==> config.mk <==
export PLATFORM = sky130hd
export DESIGN_NAME = scpd_payload_ram
export DESIGN_NICKNAME = d
export VERILOG_FILES = /design/src/sv/scpd_pkg.sv /design/src/sv/scpd_payload_ram.sv
export SDC_FILE = /design/constraint.sdc
export NUM_CORES = 1
export LEC_CHECK = 0
export ABC_AREA = 0
export BUFFER_PORTS_ARGS = -buffer_cell sky130_fd_sc_hd__buf_4
export CAP_MARGIN = 20
export CORE_MARGIN = 3
export CORE_UTILIZATION = 55
export CTS_CLUSTER_SIZE = 25
export DETAILED_ROUTE_END_ITERATION = 10
export HOLD_SLACK_MARGIN = 0.05
export PLACE_DENSITY = 0.81
export SLEW_MARGIN = 10
export SYNTH_ARGS = -nofsm -noshare
export SYNTH_HDL_FRONTEND = slang
export SYNTH_SLANG_ARGS = --single-unit
export TNS_END_PERCENT = 1
==> constraint.sdc <==
create_clock -name i_clk -period 2.5 [get_ports i_clk]
set_input_delay 0.5 -clock i_clk [delete_from_list [all_inputs] [get_ports i_clk]]
set_output_delay 0.5 -clock i_clk [all_outputs]
set_load 0.02 [all_outputs]
==> src/sv/scpd_pkg.sv <==
`timescale 1ns / 1ps
// ============================================================================
// scpd_pkg
// Shared types and constants for the sync/checksum packet deframer.
// ============================================================================
package scpd_pkg;

    // Default number of 16-bit channel words per packet.
    localparam int CHANNEL_COUNT_DEF = 8;

    // Field widths fixed by the packet format.
    localparam int BYTE_W     = 8;
    localparam int WORD_W     = 16;
    localparam int CHAN_IDX_W = 3;

    // Sync byte value after reset.
    localparam logic [BYTE_W-1:0] SYNC_RESET = 8'h80;

    typedef logic [BYTE_W-1:0] t_byte;

    // Sequencer states, one-hot.
    typedef enum logic [5:0] {
        ST_HUNT    = 6'b000001,
        ST_PAYLOAD = 6'b000010,
        ST_CHECK   = 6'b000100,
        ST_READ_HI = 6'b001000,
        ST_READ_LO = 6'b010000,
        ST_EMIT    = 6'b100000
    } t_state;

endpackage

==> src/sv/scpd_payload_ram.sv <==
`timescale 1ns / 1ps
// ============================================================================
// scpd_payload_ram
// Payload byte store: one write port, one read port with registered data.
// ============================================================================
module scpd_payload_ram
    import scpd_pkg::*;
#(
    parameter int DEPTH  = 2 * CHANNEL_COUNT_DEF,
    parameter int ADDR_W = $clog2(DEPTH)
) (
    input  logic              i_clk,
    input  logic              i_we,
    input  logic [ADDR_W-1:0] i_waddr,
    input  t_byte             i_wdata,
    input  logic              i_re,
    input  logic [ADDR_W-1:0] i_raddr,
    output t_byte             o_rdata
);

    t_byte r_mem [DEPTH];
    t_byte r_rdata;

    always_ff @(posedge i_clk) begin
        if (i_we) begin
            r_mem[i_waddr] <= i_wdata;
        end
    end

    always_ff @(posedge i_clk) begin
        if (i_re) begin
            r_rdata <= r_mem[i_raddr];
        end
    end

    assign o_rdata = r_rdata;

endmodule

# Word-level counts from Yosys, hierarchy flattened
# Memories as Yosys holds them, arrays and structs flattened. A register that Yosys moved wholly into a read port is not among the register bits.
# Index checks and enable logic that the tools add are counted.
dict set report word_totals {
  reg_bits 0
  mem_bits_rw 128
  inputBits 19
  out_inout_bits 8
  elab_cells 3
  mem_count 1
}
# memory depth width read_ports rd_clocked_by_memory_dff wr line
set memory_table {}
lappend memory_table {r_mem 16 8 1 1 1 scpd_payload_ram.sv:21} ;# t_byte r_mem [DEPTH];
dict set report op_classes {
  mux 2
}
# operator n
set op_table {}
lappend op_table {{1-bit two-way mux} 2}

# Logic depth before layout (Yosys ltp)
# Gate-level depths: netlist of run 1.
dict set report logic_depth {
  ltp_word 2
  depth_mapped 5
  depth_no_buf 3
}

# Worst setup path after synthesis of run 1
# No wires, ideal clock.
dict set report synth_path {
  kind {in2reg}
  from {input i_waddr[2]}
  to {memory r_mem[0][0] (netlist bit), enable pin}
  setup_time_ns 0.383
  t_arrival_ns 1.610
  required_time_ns 2.117
  setup_slack_ns 0.507
  stages 2
  n_path_buf 0
  cell_sequence {or3b_2 > nor3_1}
}
# element line
set synth_lines {}
lappend synth_lines {{start, declared} scpd_payload_ram.sv:14} ;# input logic [ADDR_W-1:0] i_waddr,
lappend synth_lines {{end, declared} scpd_payload_ram.sv:21}
# No word-level cell before the write port.

# Worst setup path after layout of run 1
dict set report layout_path {
  from {register r_rdata[2], in the netlist o_rdata[2], read port of r_mem}
  to {output o_rdata[2]}
}
# element line
set layout_lines {}
lappend layout_lines {{start, declared} scpd_payload_ram.sv:22} ;# t_byte r_rdata;
lappend layout_lines {{end, declared} scpd_payload_ram.sv:18} ;# output t_byte o_rdata
# No word-level cell between the ends.

==> flow_metrics.py, run 1 <==
metrics = {
    "outcome": {
        "status": "finished, final reports clean",
    },
    "placed_design": {
        "post-place-ws_ns": 0.464,
        "gp_congestion": 0.764,
        "io_buffer_count": 26,
        "hpwlAfterDp_um": 6030,
        "post-place-cells": 390,
    },
    "global_route": {
        "grt_pass1_vias": 2648,
        "use_met3_pct": 6.24,
        "grtUsageMet2_pct": 31.6,
        "grtUsageTotal_pct": 21.5,
        "overflow": 0,
        "grt_max_degree": 33,
        "busiest_layer": "met2",
        "grt_pass1_wl_um": 15700,
        "grt_antenna_before_repair": 0,
        "use_met1_pct": 30.8,
    },
    "sta": {
        "maxSlewHeadroom_pct": 47.3,
        "finalMaxSlewViolations": 0,
        "final-hold-violation-count": 0,
        "fin_setup_tns_ns": 0,
        "clock.fmax_ghz": 0.628,
        "setup_viol": 0,
        "grt_setup_unrepaired": "no",
        "timing.final.crit_share_pct": 63.7,
        "min_period_ns": 1.59,
        "clock-skew-final_ns": 0.00586,
        "layout_setup_ws_ns": 0.908,
        "worstMarginPinSlew_ns": 0.788,
    },
    "yosys": {
        "synth.distinct_cells": 18,
        "synth_simple_gate_area_share_pct": 3.14,
        "synth_top_family_by_area": "multiplexers",
        "syn_area_um2": 5230,
        "ys_ff_latch": 136,
        "synth_largest_area_cell": "edfxtp_1",
        "synth_nets": 248,
        "synthTopCellsByArea": "edfxtp_1 78%, mux4_2 7.8%, mux4_1 7.0%, a22oi_1 2.3%, nor2_1 0.93%",
        "synthCells": 229,
        "yosys.area_share.adder_pct": 0,
        "muxShareOfSynthArea_pct": 14.8,
        "synth_compound_area_share_pct": 2.30,
        "ys_seq_area_share_pct": 78.1,
        "ys_warn_count": 0,
        "avgSynthCellArea_um2": 22.8,
        "synthXorXnorAreaFrac_pct": 0,
        "yosysTopAreaCellShare_pct": 78.1,
    },
    "critical_path": {
        "crit_buf_inv": 1,
        "cpMaxStageDelayCell": "edfxtp_1",
        "crit_fanout": 1,
        "startpoint_type": "flop",
        "crit_chain": "buf_4",
        "endpoint_kind": "primary output",
        "required_ns": 2.00,
        "crit_type": "flop to primary output",
        "cp_top_family": "flip-flops",
        "crit_arrival_ns": 1.09,
        "max_stage_delay_ns": 0.40,
    },
    "power": {
        "netSwitchingFraction_pct": 19.2,
        "leakage_nw": 2.11,
        "power_frac_clock_pct": 45.0,
        "power_frac_comb_pct": 5.0,
        "internal_power_mw": 4.17,
        "powerDensity_nw_per_um2": 832,
        "seqPwrFrac_pct": 50.1,
        "ir_drop_mv": 0.496,
        "switching_power_uw": 991,
    },
    "layout": {
        "layout.nets": 302,
        "area_delta_synth_final_pct": 18.7,
        "multi_input_area_um2": 1060,
        "nFillCells": 541,
        "diodes": 0,
        "layout-drive-gt1-share_pct": 30.5,
        "final_common_cell": "edfxtp_1",
        "layout_common_cells": "136 x edfxtp_1, 44 x buf_4, 18 x mux4_2, 16 x a22oi_1, 16 x clkbuf_16",
        "regArea_um2": 4080,
        "final_cells": 421,
    },
    "floorplanning": {
        "fp.dieH_um": 103,
        "rows": 34,
        "core_area_um2": 8980,
        "top_level_ports": 27,
        "initial_core_util_pct": 58.2,
        "dieArea_um2": 10700,
        "dieWidth_um": 103,
    },
    "cts": {
        "cts_resized": 0,
        "cts_sinks": 136,
        "cts_buffers": 17,
        "ctsHoldBuffers": 0,
        "clkLatencyLatePin_ns": 0.51,
        "ctsHtreeMaxLevel": 4,
        "cts_buffer_depth": 2,
        "clk_pin_slew_ns": 0.06,
        "cts_tree": "built",
        "clockRootBuffer": "clkbuf_8",
        "cts_setup_buffers": 0,
    },
    "routing": {
        "ant_nets": 0,
        "dr.pass1.iters": 4,
        "vias_per_cell": 6.06,
        "vias": 2552,
        "drtIter0Drc": 257,
        "wl_per_cell_um": 24.3,
        "drc": 0,
        "drt-total-wl_um": 10200,
    },
    "flow_run": {
        "maxCapViolations": 0,
    },
    "min_path": {
        "hold_class": "primary input to flop",
    },
}
per-stage QoR:
step                      utilization, %  power, mW  hold WS [ns]  instance area (um2)
final                               69.1       5.16         0.295                 6200
after global routing                69.1       5.34         0.283                 6200
after CTS                           69.1       5.20         0.277                 6200
after detailed placement            62.9       2.89         0.734                 5650
after global placement              62.9       2.88         0.720                 5650
after floorplan                        -       2.77         0.599                 5230
power by group through the flow:
stage	sequential, mW	clock (mW)	combinational, mW
after CTS	2.59	2.35	0.260
after floorplan	2.64	0	0.130
after global routing	2.59	2.47	0.279
after detailed placement	2.63	0	0.257
final	2.58	2.32	0.257
after global placement	2.63	0	0.249
worst paths after layout:
kind | to | from | cells past startpoint | slack, ns
worst max-delay path | o_rdata[2] | o_rdata[2]$_DFFE_PP_ | 1 | 0.91
worst min-delay path | r_mem[10][3]$_DFFE_PP_ | i_wdata[3] | 1 | 0.30
worst max register to register | o_rdata[5]$_DFFE_PP_ | r_mem[1][5]$_DFFE_PP_ | 3 | 0.99
worst min register to register | o_rdata[5]$_DFFE_PP_ | r_mem[12][5]$_DFFE_PP_ | 3 | 0.74
metal layers:
| layer | up-vias | wire [um] |
|---|---|---|
| li1 | 1088 | - |
| met4 | 0 | 236 |
| met2 | 130 | 4840 |
| met5 | - | 0 |
| met3 | 16 | 760 |
| met1 | 1318 | 4380 |
cells in the mapped netlist, drive strengths merged:
library cell and number:
nand2 9, nor2b 1, nand3 1, a22oi 16, nand2b 2, nand3b 2
clkdlybuf4s25 3, or3b 1, mux4 32, edfxtp 136, nor2 13, nor3 4
and2b 1, buf 7, and2 1
state kept, by name, summed over array words and instances (netlist names):
name,flops
r_mem,128
o_rdata,8
kinds of logic (layout without fill, tap and decap cells):
group                  after synthesis  in the layout
flip-flops                         136            136
AND/OR/NAND/NOR                     35             35
multiplexers                        32             32
AO/OA/AOI/OAI                       16             16
buffers and inverters               10             76
area by class of cell:
| cell class | instances | share of cell area (%) |
|---|---|---|
| clock buffer | 19 | 6.80 |
| clock inverter | 12 | 2.16 |
| tap | 126 | 2.54 |
| multi-input combinational | 83 | 17.0 |
| timing repair buffer | 45 | 5.65 |
| sequential | 136 | 65.8 |
(Power assumes the default switching activity.)
==> inputs of run 2 (changes only) <==
CORE_UTILIZATION = 54   (was 55)
PLACE_DENSITY = 0.82   (was 0.81)
clock period = 1.4 ns   (was 2.5 ns; I/O delays follow)
==> run 2 against run 1 <==
Net effect: the flow now finishes with violations (negative setup slack); clock power rose by 100%; via count is 0.86% lower; largest cell class unchanged; clock skew is 0.0020 ns higher; critical endpoint is now o_rdata[0]$_DFFE_PP_.
==> flow_metrics.py, run 2 (synthesized netlist as in run 1, its figures left out) <==
metrics = {
    "sta": {
        "worstMarginPinSlew_ns": 0.837,
        "clock.fmax_ghz": 0.684,
        "timing.final.crit_share_pct": 104,
        "final-hold-violation-count": 0,
        "setup_viol": 4,
        "whs_ns": 0.0803,
        "layout_setup_ws_ns": -0.0620,
        "grt_setup_unrepaired": "yes",
        "maxSlewHeadroom_pct": 44.1,
        "finalMaxSlewViolations": 0,
        "clock-skew-final_ns": 0.00789,
        "fin_setup_tns_ns": -0.200,
        "min_period_ns": 1.46,
    },
    "global_route": {
        "grt_max_degree": 17,
        "grtUsageTotal_pct": 20.1,
        "grtUsageMet2_pct": 31.5,
        "use_met1_pct": 26.9,
        "grt_pass1_wl_um": 15800,
        "overflow": 0,
        "grt_pass1_vias": 2712,
        "use_met3_pct": 6.77,
        "busiest_layer": "met2",
        "grt_antenna_before_repair": 0,
    },
    "layout": {
        "final_cells": 434,
        "multi_input_area_um2": 1040,
        "layout_common_cells": "136 x edfxtp_1, 46 x buf_4, 30 x mux4_2, 16 x clkbuf_16, 13 x nor2_1",
        "top_register": "r_mem",
        "area_delta_synth_final_pct": 22.1,
        "layout-drive-gt1-share_pct": 38.7,
        "final_core_util_pct": 68.4,
        "final_area_um2": 6380,
        "diodes": 0,
        "final_common_cell": "edfxtp_1",
        "nFillCells": 565,
        "regArea_um2": 4080,
        "layout.nets": 311,
        "largest_register_ff_count": 128,
    },
    "routing": {
        "dr.pass1.iters": 4,
        "vias_per_cell": 5.83,
        "ant_nets": 0,
        "drc": 0,
        "wl_per_cell_um": 23.3,
        "drtIter0Drc": 228,
        "vias": 2530,
        "drt-total-wl_um": 10100,
    },
    "cts": {
        "cts_sinks": 136,
        "cts_buffer_depth": 2,
        "clockRootBuffer": "clkbuf_8",
        "ctsHtreeMaxLevel": 4,
        "clkLatencyLatePin_ns": 0.51,
        "clk_pin_slew_ns": 0.06,
        "cts_tree": "built",
        "cts_buffers": 17,
    },
    "critical_path": {
        "crit_type": "flop to flop",
        "endpoint_kind": "flop",
        "crit_chain": "mux4_2 -> a22oi_2 -> nand2_1",
        "crit_arrival_ns": 1.70,
        "cpMaxStageDelayCell": "mux4_2",
        "startpoint_type": "flop",
        "crit_fanout": 1,
        "max_stage_delay_ns": 0.49,
        "required_ns": 1.64,
    },
    "power": {
        "seqPwrFrac_pct": 47.3,
        "ir_drop_mv": 1.25,
        "power_frac_clock_pct": 47.4,
        "switching_power_mw": 1.87,
        "power_frac_comb_pct": 5.2,
        "power_mw": 9.76,
        "leakage_nw": 2.14,
        "powerDensity_nw_per_um2": 1530,
        "netSwitchingFraction_pct": 19.2,
        "internal_power_mw": 7.89,
    },
    "placed_design": {
        "hpwlAfterDp_um": 6280,
        "post-place-ws_ns": -0.432,
        "placed_area_um2": 5730,
        "io_buffer_count": 26,
        "gp_congestion": 0.751,
        "post-place-cells": 401,
    },
    "floorplanning": {
        "core_area_um2": 9330,
        "dieWidth_um": 104,
        "initial_core_util_pct": 56.0,
        "fp.dieH_um": 104,
        "rows": 35,
        "top_level_ports": 27,
        "dieArea_um2": 10900,
    },
    "outcome": {
        "violations": "negative setup slack",
        "status": "complete, but fails checks",
    },
    "min_path": {
        "hold_class": "primary input to flop",
    },
    "flow_run": {
        "maxCapViolations": 0,
    },
}
==> run 2: changes by cell type in the layout (fill, tap and decap cells not counted), sizes merged <==
cell / before / now
buf: 45 / 53
bufinv: 3 / 5
clkinv: 8 / 5
clkinvlp: 1 / 3
dlygate4sd3: 0 / 1
==> run 2: layer usage <==
metal / wire [um] / part of all wire (%) / vias up
met3: 707 / 7.0 / 9
met2: 5150 / 51 / 124
li1: - / - / 1095
met1: 4130 / 41 / 1302
met5: 0 / 0 / -
met4: 138 / 1.4 / 0
==> run 2: path summary, 6_finish.rpt <==
path,to,startpoint,slack (ns),cells after the start
hold reg to reg,o_rdata[7]$_DFFE_PP_,r_mem[14][7]$_DFFE_PP_,0.77,3
setup reg to reg,o_rdata[0]$_DFFE_PP_,r_mem[3][0]$_DFFE_PP_,-0.06,3
hold / removal,r_mem[4][3]$_DFFE_PP_,i_wdata[3],0.08,1
setup / recovery,o_rdata[0]$_DFFE_PP_,r_mem[3][0]$_DFFE_PP_,-0.06,3
==> run 2: power by group through the flow <==
stage | clock network [mW] | logic, mW | registers, mW
6_report | 4.63 | 0.511 | 4.62
5_1_grt | 4.87 | 0.552 | 4.62
4_1_cts | 4.69 | 0.511 | 4.62
3_5_place_dp | 0 | 0.488 | 4.70
3_3_place_gp | 0 | 0.472 | 4.69
2_1_floorplan | 0 | 0.240 | 4.72
==> run 2: what timing repair did <==
action | CTS | global route
buffers inserted | 0 | 0
setup endpoints to repair | 5 | 11
resized for setup | 8 | 5
pin swaps | 3 | 0
hold endpoints to repair | 4 | 0
hold buffers | 1 | 0
==> run 2: final cells by class <==
| cell class | instances | area share (%) |
|---|---|---|
| Multi-Input combinational cell | 83 | 16.3 |
| Timing Repair Buffer | 54 | 7.35 |
| Tap cell | 129 | 2.53 |
| Clock inverter | 13 | 3.18 |
| Clock buffer | 19 | 6.61 |
| Sequential cell | 136 | 64.0 |
==> run 2: critical path: cells and delay by family, from the launching register on <==
kind,cells,cell delay (ns)
mux,1,0.49
simple gates,1,0.10
flops,1,0.38
compound gates,1,0.23
