File: config.mk
export PLATFORM = sky130hd
export DESIGN_NAME = scpd_seq
export DESIGN_NICKNAME = d
export VERILOG_FILES = /design/src/sv/scpd_pkg.sv /design/src/sv/scpd_seq.sv
export SDC_FILE = /design/constraint.sdc
export NUM_CORES = 1
export LEC_CHECK = 0
export ABC_AREA = 1
export BUFFER_PORTS_ARGS = -buffer_cell sky130_fd_sc_hd__buf_2
export CAP_MARGIN = 20
export CORE_UTILIZATION = 58
export CTS_CLUSTER_DIAMETER = 120
export DETAILED_ROUTE_END_ITERATION = 10
export MAX_ROUTING_LAYER = met4
export PLACE_DENSITY = 0.93
export SLEW_MARGIN = 10
export SYNTH_ARGS = -nofsm -noshare
export SYNTH_HDL_FRONTEND = slang
export SYNTH_SLANG_ARGS = --single-unit
File: constraint.sdc
create_clock -name i_clk -period 2.95 [get_ports i_clk]
set_input_delay 0.295 -clock i_clk [delete_from_list [all_inputs] [get_ports i_clk]]
set_output_delay 0.295 -clock i_clk [all_outputs]
set_load 0.02 [all_outputs]
File: src/sv/scpd_pkg.sv
`timescale 1ns / 1ps
// ============================================================================
// scpd_pkg
// Shared types and constants for the sync/checksum packet deframer.
// ============================================================================
package scpd_pkg;

    // Default number of 16-bit channel words per packet.
    localparam int CHANNEL_COUNT_DEF = 8;

    // Field widths fixed by the packet format.
    localparam int BYTE_W     = 8;
    localparam int WORD_W     = 16;
    localparam int CHAN_IDX_W = 3;

    // Sync byte value after reset.
    localparam logic [BYTE_W-1:0] SYNC_RESET = 8'h80;

    typedef logic [BYTE_W-1:0] t_byte;

    // Sequencer states, one-hot.
    typedef enum logic [5:0] {
        ST_HUNT    = 6'b000001,
        ST_PAYLOAD = 6'b000010,
        ST_CHECK   = 6'b000100,
        ST_READ_HI = 6'b001000,
        ST_READ_LO = 6'b010000,
        ST_EMIT    = 6'b100000
    } t_state;

endpackage

File: src/sv/scpd_seq.sv
`timescale 1ns / 1ps
// ============================================================================
// scpd_seq
// Framing sequencer: sync hunt, payload capture with running sum, checksum
// test and word-by-word readout of the payload store into an output register.
// ============================================================================
module scpd_seq
    import scpd_pkg::*;
#(
    parameter int CHANNEL_COUNT = CHANNEL_COUNT_DEF,
    parameter int ADDR_W        = $clog2(2 * CHANNEL_COUNT)
) (
    input  logic                  i_clk,
    input  logic                  i_rst_n,
    // Received bytes
    input  logic                  i_in_valid,
    input  t_byte                 i_in_byte,
    output logic                  o_in_ready,
    // Sync value register
    input  t_byte                 i_sync_value,
    // Payload store
    output logic                  o_ram_we,
    output logic [ADDR_W-1:0]     o_ram_waddr,
    output logic                  o_ram_re,
    output logic [ADDR_W-1:0]     o_ram_raddr,
    input  t_byte                 i_ram_rdata,
    // Channel words
    output logic                  o_out_valid,
    input  logic                  i_out_ready,
    output logic [CHAN_IDX_W-1:0] o_out_index,
    output logic [WORD_W-1:0]     o_out_value,
    output logic                  o_out_last
);

    localparam int CHAN_W = ($clog2(CHANNEL_COUNT) > CHAN_IDX_W) ?
                            $clog2(CHANNEL_COUNT) : CHAN_IDX_W;
    localparam logic [ADDR_W-1:0] LAST_POS  = ADDR_W'(2 * CHANNEL_COUNT - 1);
    localparam logic [CHAN_W-1:0] LAST_CHAN = CHAN_W'(CHANNEL_COUNT - 1);

    t_state              r_state,   n_state;
    logic [ADDR_W-1:0]   r_pos,     n_pos;
    logic [ADDR_W-1:0]   r_rd_addr, n_rd_addr;
    t_byte               r_sum,     n_sum;
    logic [CHAN_W-1:0]   r_chan,    n_chan;
    logic                r_out_valid, n_out_valid;
    t_byte               r_hi,      n_hi;
    logic [CHAN_IDX_W-1:0] r_out_index, n_out_index;
    logic [WORD_W-1:0]   r_out_value, n_out_value;
    logic                r_out_last,  n_out_last;

    logic in_fire;
    logic out_free;

    assign o_in_ready = (r_state == ST_HUNT) || (r_state == ST_PAYLOAD) ||
                        (r_state == ST_CHECK);
    assign in_fire    = i_in_valid && o_in_ready;
    assign out_free   = !r_out_valid || i_out_ready;

    always_comb begin
        n_state     = r_state;
        n_pos       = r_pos;
        n_rd_addr   = r_rd_addr;
        n_sum       = r_sum;
        n_chan      = r_chan;
        n_hi        = r_hi;
        n_out_index = r_out_index;
        n_out_value = r_out_value;
        n_out_last  = r_out_last;
        n_out_valid = r_out_valid && !i_out_ready;
        o_ram_we    = 1'b0;
        o_ram_re    = 1'b0;

        case (r_state)
            ST_HUNT: begin
                if (in_fire && (i_in_byte == i_sync_value)) begin
                    n_state = ST_PAYLOAD;
                    n_pos   = '0;
                    n_sum   = '0;
                end
            end
            ST_PAYLOAD: begin
                if (in_fire) begin
                    o_ram_we = 1'b1;
                    n_sum    = r_sum + i_in_byte;
                    if (r_pos == LAST_POS) begin
                        n_pos   = '0;
                        n_state = ST_CHECK;
                    end else begin
                        n_pos = r_pos + 1'b1;
                    end
                end
            end
            ST_CHECK: begin
                if (in_fire) begin
                    n_sum = '0;
                    if (i_in_byte == r_sum) begin
                        n_state   = ST_READ_HI;
                        n_rd_addr = '0;
                        n_chan    = '0;
                    end else begin
                        n_state = ST_HUNT;
                    end
                end
            end
            ST_READ_HI: begin
                o_ram_re  = 1'b1;
                n_rd_addr = r_rd_addr + 1'b1;
                n_state   = ST_READ_LO;
            end
            ST_READ_LO: begin
                // The high byte read in the previous cycle is on the read port now.
                o_ram_re  = 1'b1;
                n_rd_addr = r_rd_addr + 1'b1;
                n_hi      = i_ram_rdata;
                n_state   = ST_EMIT;
            end
            ST_EMIT: begin
                if (out_free) begin
                    n_out_valid = 1'b1;
                    n_out_index = r_chan[CHAN_IDX_W-1:0];
                    n_out_value = {r_hi, i_ram_rdata};
                    n_out_last  = (r_chan == LAST_CHAN);
                    if (r_chan == LAST_CHAN) begin
                        n_state = ST_HUNT;
                    end else begin
                        n_chan  = r_chan + 1'b1;
                        n_state = ST_READ_HI;
                    end
                end
            end
            default: begin
                n_state = ST_HUNT;
            end
        endcase
    end

    always_ff @(posedge i_clk) begin
        if (!i_rst_n) begin
            r_state     <= ST_HUNT;
            r_pos       <= '0;
            r_rd_addr   <= '0;
            r_sum       <= '0;
            r_chan      <= '0;
            r_out_valid <= 1'b0;
        end else begin
            r_state     <= n_state;
            r_pos       <= n_pos;
            r_rd_addr   <= n_rd_addr;
            r_sum       <= n_sum;
            r_chan      <= n_chan;
            r_out_valid <= n_out_valid;
        end
    end

    always_ff @(posedge i_clk) begin
        r_hi        <= n_hi;
        r_out_index <= n_out_index;
        r_out_value <= n_out_value;
        r_out_last  <= n_out_last;
    end

    assign o_ram_waddr = r_pos;
    assign o_ram_raddr = r_rd_addr;
    assign o_out_valid = r_out_valid;
    assign o_out_index = r_out_index;
    assign o_out_value = r_out_value;
    assign o_out_last  = r_out_last;

endmodule

**Word level (Yosys, flattened, before mapping)**

Index checks and enable logic that the tools add are counted.

- Add/sub/neg operators: 4
- Equality and inequality tests: 17
- Multiplexer cells: 29
- Reductions and logical operators: 19

Operators with widths:

| kind | count |
|---|---|
| 6-bit one-hot mux with 6 select lines | 1 |
| 6-bit 2-to-1 mux | 5 |
| 4-bit 2-to-1 mux | 7 |
| 8-bit 2-to-1 mux | 3 |
| 8-bit one-hot mux with 3 select lines | 1 |
| 8-bit equality test | 2 |
| 4-bit one-hot mux with 2 select lines | 2 |
| 3-bit 2-to-1 mux | 4 |
| 5-bit AND reduction | 2 |
| 4-bit by 1-bit adder with 4-bit output (second input constant) | 2 |
| 8-bit adder | 1 |
| 2-bit inequality test (second input constant) | 4 |
| 6-bit by 1-bit equality test with 1-bit output (second input constant) | 1 |
| 6-bit by 2-bit equality test with 1-bit output (second input constant) | 1 |
| 6-bit by 3-bit equality test with 1-bit output (second input constant) | 1 |
| 6-bit by 4-bit equality test with 1-bit output (second input constant) | 1 |
| 6-bit by 5-bit equality test with 1-bit output (second input constant) | 1 |
| 6-bit equality test (second input constant) | 1 |
| 2-bit by 1-bit inequality test with 1-bit output (second input constant) | 3 |
| 3-bit one-hot mux with 2 select lines | 1 |
| 3-bit AND reduction | 2 |
| 2-bit nonzero test | 3 |
| 1-bit 2-to-1 mux | 5 |
| 4-bit equality test (second input constant) | 1 |
| other kinds (9) | 14 |

- Bits in registers: 54
- Input bits: 28
- Logic and storage cells: 79

**Depth between registers and ports, before layout**

Gate-level depths: netlist of run 1.

- Word-level depth: 7
- Depth in mapped cells: 12

**Least setup slack after synthesis of run 1**

OpenSTA, ideal clock, no wires.

- Path kind: register to register
- From: register r_state[3]
- To: register r_out_index[0], in the netlist o_out_index[0], enable pin
- Arrival: 1.565 ns
- Data required time: 2.553 ns
- Path slack: 0.988 ns
- Cell stages (with the launch flop): 4
- Path buffers: 0
- Clock period less this slack: 1.962 ns
- Cells stage by stage: dfxtp_1 nor2_4 nand4_4 nor2_1

- Word-level cells in the longest chain between the ends: 2

RTL lines:

| what | line | text |
|---|---|---|
| from (decl) | scpd_seq.sv:40 | `t_state r_state, n_state;` |
| from (signal assigned) | scpd_seq.sv:146 | `r_state <= n_state;` |
| 6-bit equality test | scpd_seq.sv:73 | `case (r_state)` |
| 2-bit AND reduction (no line) | - |  |
| to (signal assigned) | scpd_seq.sv:157 | `r_out_index <= n_out_index;` |
| to (decl) | scpd_seq.sv:47 | `logic [CHAN_IDX_W-1:0] r_out_index, n_out_index;` |

No other way between the ends.
A chain may end at the register's enable or synchronous reset.

**Final worst setup path of run 1**

- From: register r_sum[2]
- To: register r_chan[0]

- Word-level cells in the longest chain between the ends: 3

RTL lines:

| what | line | text |
|---|---|---|
| from (decl) | scpd_seq.sv:43 | `t_byte r_sum, n_sum;` |
| from (signal assigned) | scpd_seq.sv:149 | `r_sum <= n_sum;` |
| 8-bit equality test | scpd_seq.sv:96 | `if (i_in_byte == r_sum) begin` |
| 2-bit by 1-bit inequality test with 1-bit output (no line) | - |  |
| 5-bit AND reduction (no line) | - |  |
| to (signal assigned) | scpd_seq.sv:150 | `r_chan <= n_chan;` |
| to (decl) | scpd_seq.sv:44 | `logic [CHAN_W-1:0] r_chan, n_chan;` |

No other way between the ends.

==> results of run 1 <==
-- report_power, final --
part / internal, mW / switching (mW) / leakage (nW)
clock: 0.169 / 0.235 / 0.0456
sequential: 0.794 / 0.0131 / 0.461
combinational: 0.0941 / 0.190 / 1.01
-- layout by cell type, fill, tap and decap left out, drive strengths merged --
cell and instances:
o21ai 1, or2 3, edfxtp 28, xnor2 1, nor2 38, nor3 3
nand3 28, buf 62, a31oi 2, dfxtp 26, nand2 75, and3b 1
ha 11, a21o 2, fa 1, and2 1, a21oi 26, clkinv 1
inv 43, o21bai 2, clkbuf 6, nand4 8, nor4 1, xor2 4
-- state kept, by name, indices dropped and copies added, names as in the netlist --
name         flops
o_out_value     16
r_hi             8
r_sum            8
r_state          6
o_ram_raddr      4
o_ram_waddr      4
o_out_index      3
r_chan           3
o_out_last       1
o_out_valid      1
-- cells by family after synthesis --
family | synth area share [%]
simple gates | 28.3
compound gates | 6.76
xor+xnor | 1.63
fa+ha+maj | 5.87
flops | 50.7
buf+inv | 6.76
-- critical path, cell delays in order, from the launching register on --
cell and delay [ps]:
dfxtp_1 330, ha_1 360, nor2_1 130, and2_1 120, nand3_1 90, nor2_1 210, o21bai_2 240, nand3_1 180
nand2_1 100, nor2_1 40
-- worst max path at each step --
stage                                  from                          end  slack, ps  cells after the start
finish                r_sum[2]$_SDFFE_PN0P_       r_chan[0]$_SDFFE_PN0P_       1040                      9
global route          r_sum[2]$_SDFFE_PN0P_       r_chan[0]$_SDFFE_PN0P_        910                      9
CTS                   r_sum[2]$_SDFFE_PN0P_       r_chan[0]$_SDFFE_PN0P_       1060                      9
detailed placement             i_in_byte[2]       r_chan[0]$_SDFFE_PN0P_       1000                     10
global placement               i_in_byte[2]  o_ram_raddr[1]$_SDFFE_PN0P_       1110                     11
floorplan           r_state[3]$_SDFFE_PN0P_     o_out_index[0]$_DFFE_PP_        990                      3
-- per-layer routing --
| metal | vias up | track usage, % | share of wire (%) |
|---|---|---|---|
| li1 | 1138 | - | - |
| met1 | 995 | 28.5 | 44 |
| met2 | 64 | 40.1 | 49 |
| met3 | 22 | 5.05 | 3.8 |
| met4 | 0 | 12.9 | 4.0 |
| met5 | - | - | 0 |
-- stage by stage --
| stage | power, mW | hold slack (ps) | cell area, um2 |
|---|---|---|---|
| CTS | 1.51 | 166 | 3130 |
| global route | 1.57 | 163 | 3130 |
| global placement | 1.10 | 400 | 3040 |
| detailed placement | 1.11 | 405 | 3040 |
| finish | 1.50 | 173 | 3130 |
| floorplan | 1.03 | 379 | 2690 |
-- layout make-up --
class	instances	area, um2	area share (%)
well taps	52	65.1	2.08
repair buffers	62	318	10.2
flip-flops and latches	54	1360	43.5
clock buffers	6	72.6	2.32
multi-input cells	208	1140	36.5
clock inverters	2	13.8	0.440
inverters	42	158	5.04
==> insert_results.sql, run 1 <==
INSERT INTO impl_metrics (metric_group, metric, value, unit) VALUES
('timing', 'final_min_period_over_clock_period', '64.9', '%'),
('hold_path', 'min_from', 'i_ram_rdata[2]', ''),
('die', 'placeableCoreArea', '4410', 'um2'),
('drt', 'remaining_drc_errors', '0', ''),
('clocking', 'post_cts_resize_count', '0', ''),
('clocking', 'clk-insertion-delay-late', '310', 'ps'),
('timing', 'post-route-worst-setup-slack', '1040', 'ps'),
('clocking', 'cts.clk_slew.worst_paths', '100', 'ps'),
('die', 'design.die.area', '4910', 'um2'),
('setup_path', 'timing_worst_setup_path_type', 'register to register', ''),
('hold_path', 'hold_path_end', 'r_hi[2]$_DFFE_PN_', ''),
('timing', 'setup_skew', '8.20', 'ps'),
('synthesis', 'synth_nets', '348', ''),
('clocking', 'h-tree-depth', '2', ''),
('global_route', 'grt_start_max_net_pins', '21', ''),
('finish', 'fin_cells', '426', ''),
('synthesis', 'synth.ff_latch_count', '54', ''),
('clocking', 'tritoncts.num_buffers', '5', ''),
('timing', 'fin_crit', '1910', 'ps'),
('power', 'power_density', '478', 'nW/um2'),
('power', 'irDropWorstVdd', '0.000265', 'V'),
('die', 'std_cell_rows', '24', ''),
('die', 'start_util', '60.8', '%'),
('drt', 'drt_first_pass_iters', '4', ''),
('setup_path', 'rr_endpoint', 'r_chan[0]$_SDFFE_PN0P_', ''),
('timing', 'clock.fmax', '0.523', 'GHz'),
('placement', 'placedCellCount', '418', ''),
('clocking', 'holdBufCountCts', '0', ''),
('drt', 'routed_via_density', '5.21', ''),
('timing', 'setup-violations-final', '0', ''),
('synthesis', 'synth_largest_type_area_fraction', '31.3', '%'),
('finish', 'antenna_cells', '0', ''),
('synthesis', 'yosys-top-cells-area', 'edfxtp_1, dfxtp_1, nand2_1', ''),
('synthesis', 'count_of_yosys_warnings_during_synthesis', '0', ''),
('synthesis', 'synth_async_sr_flop_share', '0', '%'),
('global_route', 'grt.total_usage', '24.5', '%'),
('timing', 'setup_tns', '0', 'ps'),
('finish', 'syn_to_final_growth', '16.6', '%'),
('drt', 'routedWlPerCell', '12.6', 'um'),
('finish', 'ratio_of_cells_with_drive_above_1_in_the_final_layout', '24.6', '%'),
('setup_path', 'timing.reg2reg.setup_slack', '1040', 'ps'),
('synthesis', 'sequential_cell_area_fraction_in_the_yosys_report', '50.7', '%'),
('clocking', 'post-cts-setup-buffer-count', '0', ''),
('timing', 'maxSlewViolCount', '0', ''),
('job', 'maxCapViolations', '0', ''),
('synthesis', 'synthesis.area', '2690', 'um2'),
('setup_path', 'critical_path.endpoint_type', 'register', ''),
('synthesis', 'synth_flop_cell', 'edfxtp_1', ''),
('finish', 'fillCellCount', '326', ''),
('synthesis', 'netlist_instances', '308', ''),
('global_route', 'antenna_found_initial', '0', ''),
('clocking', 'tritoncts', 'built', ''),
('clocking', 'cts_sinks', '54', ''),
('synthesis', 'yosys.cell_types.count', '33', ''),
('timing', 'rsz_0062_raised_after_global_routing', 'no', ''),
('drt', 'detail_route.iter0.violations', '114', ''),
('global_route', 'grt_first_pass_wirelength', '9250', 'um'),
('placement', 'dpl_worst_slack', '1000', 'ps'),
('timing', 'report.final.hold_viol_count', '0', ''),
('placement', 'numPortBuffers', '59', ''),
('timing', 'maxSlewHeadroom', '56.1', '%'),
('hold_path', 'min_delay_path_depth', '1', ''),
('synthesis', 'post_synth.cell_area_avg', '8.72', 'um2'),
('setup_path', 'rr_startpoint', 'r_sum[2]$_SDFFE_PN0P_', ''),
('die', 'floorplan.die.width', '70.0', 'um'),
('clocking', 'clk_path_buf_depth', '2', ''),
('setup_path', 'worst-path-max-fanout', '7', ''),
('power', 'total_leakage_power', '1.51', 'nW'),
('status', 'status', 'finished clean', ''),
('drt', 'antenna_violation_net_count_after_detailed_routing', '0', ''),
('setup_path', 'required', '3170', 'ps');
Note: power is estimated with default switching activity, not from simulation.
==> run 2: changes to the inputs <==
- ABC_AREA: 1 -> 0
- CORE_UTILIZATION: 58 -> 48
- PLACE_DENSITY: 0.93 -> 0.84
- clock period: 2.95 -> 1.65 ns (I/O delays scaled with it)
==> run 2 against run 1 <==
Net effect: the flow now finishes with violations (setup timing); via count up 4.9%; combinational power shrank 38%; global-route usage is 0.86 points higher; final cell count is 3.8% lower; largest power group unchanged; fmax shrank 3.3%; register-to-register slack worse by 1400 ps; flip-flop and latch count unchanged; critical path depth shrank 1; total power grew 67%; synthesized area is 6.6% lower.
==> insert_results.sql, run 2 <==
INSERT INTO impl_metrics (metric_group, metric, value, unit) VALUES
('timing', 'post-route-worst-setup-slack', '-328', 'ps'),
('synthesis', 'yosys-top-cells-area', 'edfxtp_1, dfxtp_1, ha_1', ''),
('drt', 'detail_route.wirelength', '6990', 'um'),
('clocking', 'cts_root_buf', 'clkbuf_8', ''),
('setup_path', 'critical_path.endpoint_type', 'register', ''),
('die', 'placeableCoreArea', '4880', 'um2'),
('global_route', 'grt_first_pass_wirelength', '10100', 'um'),
('timing', 'tightest_pin_transition', '667', 'ps'),
('power', 'total_leakage_power', '1.53', 'nW'),
('synthesis', 'synth_flop_cell', 'edfxtp_1', ''),
('setup_path', 'timing_worst_setup_path_type', 'register to register', ''),
('timing', 'maxSlewHeadroom', '55.1', '%'),
('drt', 'remaining_drc_errors', '0', ''),
('finish', 'syn_to_final_growth', '50.5', '%'),
('finish', 'most_frequent_standard_cell_in_the_layout_excluding_fill_and_tap_cells', 'buf_2', ''),
('power', 'irDropWorstVdd', '0.000409', 'V'),
('synthesis', 'netlist_instances', '219', ''),
('finish', 'final_core_util', '77.3', '%'),
('finish', 'sequential_cell_area', '1370', 'um2'),
('synthesis', 'yosysTopAreaCell', 'edfxtp_1', ''),
('synthesis', 'edff_count_synth', '28', ''),
('clocking', 'cts_sinks', '54', ''),
('timing', 'fin_crit', '1980', 'ps'),
('finish', 'fillCellCount', '309', ''),
('timing', 'report.final.hold_viol_count', '0', ''),
('setup_path', 'worst_r2r_path_depth', '8', ''),
('timing', 'setup_tns', '-11280', 'ps'),
('hold_path', 'min-delay-path-class', 'primary input to register', ''),
('clocking', 'clk_path_buf_depth', '2', ''),
('die', 'io_pins', '60', ''),
('drt', 'detail_route.iter0.violations', '208', ''),
('global_route', 'grt.total_usage', '25.4', '%'),
('finish', 'num-nets-final', '382', ''),
('clocking', 'clk-insertion-delay-late', '320', 'ps'),
('synthesis', 'synth_nets', '259', ''),
('timing', 'rsz_0062_raised_after_global_routing', 'yes', ''),
('drt', 'drt_first_pass_iters', '4', ''),
('setup_path', 'cp_data_arrival_time', '2180', 'ps'),
('die', 'start_util', '51.4', '%'),
('placement', 'gpl.final_weighted_congestion', '0.948', ''),
('placement', 'numPortBuffers', '59', ''),
('die', 'floorplan.die.width', '74.3', 'um'),
('global_route', 'grt-ovfl-total', '0', ''),
('finish', 'largest_reg_flops', '16', ''),
('synthesis', 'synth.most_common_cell', 'edfxtp_1', ''),
('clocking', 'cts.clk_slew.worst_paths', '100', 'ps'),
('timing', 'final_min_period_over_clock_period', '120', '%'),
('setup_path', 'required', '1850', 'ps'),
('finish', 'antenna_cells', '0', ''),
('finish', 'multi_input_area', '1350', 'um2'),
('power', 'power_density', '661', 'nW/um2'),
('drt', 'routed-via-count', '2327', ''),
('finish', 'ratio_of_cells_with_drive_above_1_in_the_final_layout', '50.7', '%'),
('synthesis', 'synth_async_sr_flop_share', '0', '%'),
('drt', 'routedWlPerCell', '17.1', 'um'),
('setup_path', 'cp-startpoint', 'r_state[0]$_SDFFE_PN1P_', ''),
('timing', 'maxSlewViolCount', '0', ''),
('status', 'violations', 'setup timing', ''),
('die', 'std_cell_rows', '25', ''),
('status', 'status', 'complete, but fails checks', ''),
('synthesis', 'post_synth.cell_area_avg', '11.4', 'um2'),
('setup_path', 'worst-path-max-fanout', '6', ''),
('global_route', 'via_count_of_the_first_global_routing_pass', '2227', ''),
('synthesis', 'sequential_cell_area_fraction_in_the_yosys_report', '54.3', '%'),
('setup_path', 'cp-endpoint', 'r_state[0]$_SDFFE_PN1P_', ''),
('setup_path', 'timing.reg2reg.setup_slack', '-330', 'ps'),
('job', 'maxCapViolations', '0', ''),
('clocking', 'holdBufCountCts', '0', ''),
('finish', 'most-common-layout-cells', 'buf_2, buf_4, edfxtp_1', ''),
('synthesis', 'synth.ff_latch_count', '54', ''),
('setup_path', 'rr_startpoint', 'r_state[0]$_SDFFE_PN1P_', ''),
('synthesis', 'synth_common_cells', 'edfxtp_1, dfxtp_1, nand2_1', ''),
('die', 'die_h', '74.3', 'um'),
('synthesis', 'yosys.cell_types.count', '51', ''),
('global_route', 'grt_start_max_net_pins', '21', ''),
('drt', 'antenna_violation_net_count_after_detailed_routing', '0', ''),
('timing', 'setup-violations-final', '47', ''),
('timing', 'clock.fmax', '0.506', 'GHz'),
('die', 'design.die.area', '5520', 'um2'),
('timing', 'setup_skew', '8.65', 'ps'),
('drt', 'routed_via_density', '5.68', ''),
('setup_path', 'setup.worst_path.start_class', 'register', ''),
('clocking', 'tritoncts.num_buffers', '5', ''),
('placement', 'place.detailed.hpwl', '4200', 'um'),
('global_route', 'antenna_found_initial', '0', ''),
('synthesis', 'count_of_yosys_warnings_during_synthesis', '0', ''),
('clocking', 'h-tree-depth', '2', ''),
('synthesis', 'synthesis.area', '2510', 'um2'),
('synthesis', 'synth_largest_type_area_fraction', '33.5', '%'),
('setup_path', 'rr_endpoint', 'r_state[0]$_SDFFE_PN1P_', ''),
('clocking', 'tritoncts', 'built', '');
-- run 2: critical path, stage by stage (launching register included) --
cell and delay (ps):
dfxtp_2 340, buf_6 110, buf_4 160, nor4_1 270, buf_4 220, o211ai_1 120
buf_4 170, and3_4 190, a211o_1 290
-- run 2: through the flow --
stage	power (mW)	setup slack (ps)	std cells	hold slack (ps)	instance area [um2]
after global routing	2.55	-395	410	28.6	3770
after detailed placement	1.59	-280	388	358	3280
after global placement	1.59	-221	388	358	3280
after floorplan	1.50	-359	219	264	2540
final	2.50	-328	410	38.7	3770
after CTS	2.50	-318	405	35.5	3650
-- run 2: worst min-delay path by stage --
| stage | from | to | slack, ps | depth (start not counted) |
|---|---|---|---|---|
| after floorplan | i_ram_rdata[0] | o_out_value[0]$_DFFE_PP_ | 260 | 0 |
| after global placement | i_ram_rdata[4] | o_out_value[4]$_DFFE_PP_ | 360 | 1 |
| after detailed placement | i_ram_rdata[0] | r_hi[0]$_DFFE_PN_ | 360 | 1 |
| after CTS | i_ram_rdata[0] | o_out_value[0]$_DFFE_PP_ | 40 | 1 |
| after global routing | i_ram_rdata[0] | r_hi[0]$_DFFE_PN_ | 30 | 1 |
| final | i_ram_rdata[2] | r_hi[2]$_DFFE_PN_ | 40 | 1 |
-- run 2: metal layers --
layer	wire [um]	global-route usage (%)
met5	0	-
met4	202	10.9
met3	371	3.39
met2	3560	44.9
met1	2860	28.7
-- run 2: final cells by class --
class | count | area share [%]
Clock buffer | 5 | 1.82
Clock inverter | 3 | 1.26
Inverter | 4 | 0.398
Multi-Input combinational cell | 158 | 35.8
Sequential cell | 54 | 36.3
Tap cell | 67 | 2.22
Timing Repair Buffer | 119 | 22.2
-- run 2: cell families (layout without fill, tap and decap cells) --
logic type               after synthesis  after routing  synth area share [%]
AND/OR/NAND/NOR                       81             81                  17.9
flip-flops                            54             54                  54.3
AO/OA/AOI/OAI                         44             44                  12.8
XOR/XNOR                              15             15                  5.24
adder cells (fa/ha/maj)               12             12                  6.29
buffers and inverters                  7            131                  1.05
multiplexers                           6              6                  2.40
-- run 2: what timing repair did --
| action | in CTS | in global routing |
|---|---|---|
| pin swaps | 22 | 16 |
| buffers inserted | 9 | 5 |
| resized for setup | 45 | 18 |
| setup endpoints to repair | 46 | 47 |
-- run 2: report_power, final --
part / total, mW / internal, mW / switching, mW
logic: 0.175 / 0.0863 / 0.0886
registers: 1.40 / 1.40 / 0.000218
clock network: 0.917 / 0.460 / 0.457
total: 2.50 / 1.95 / 0.546
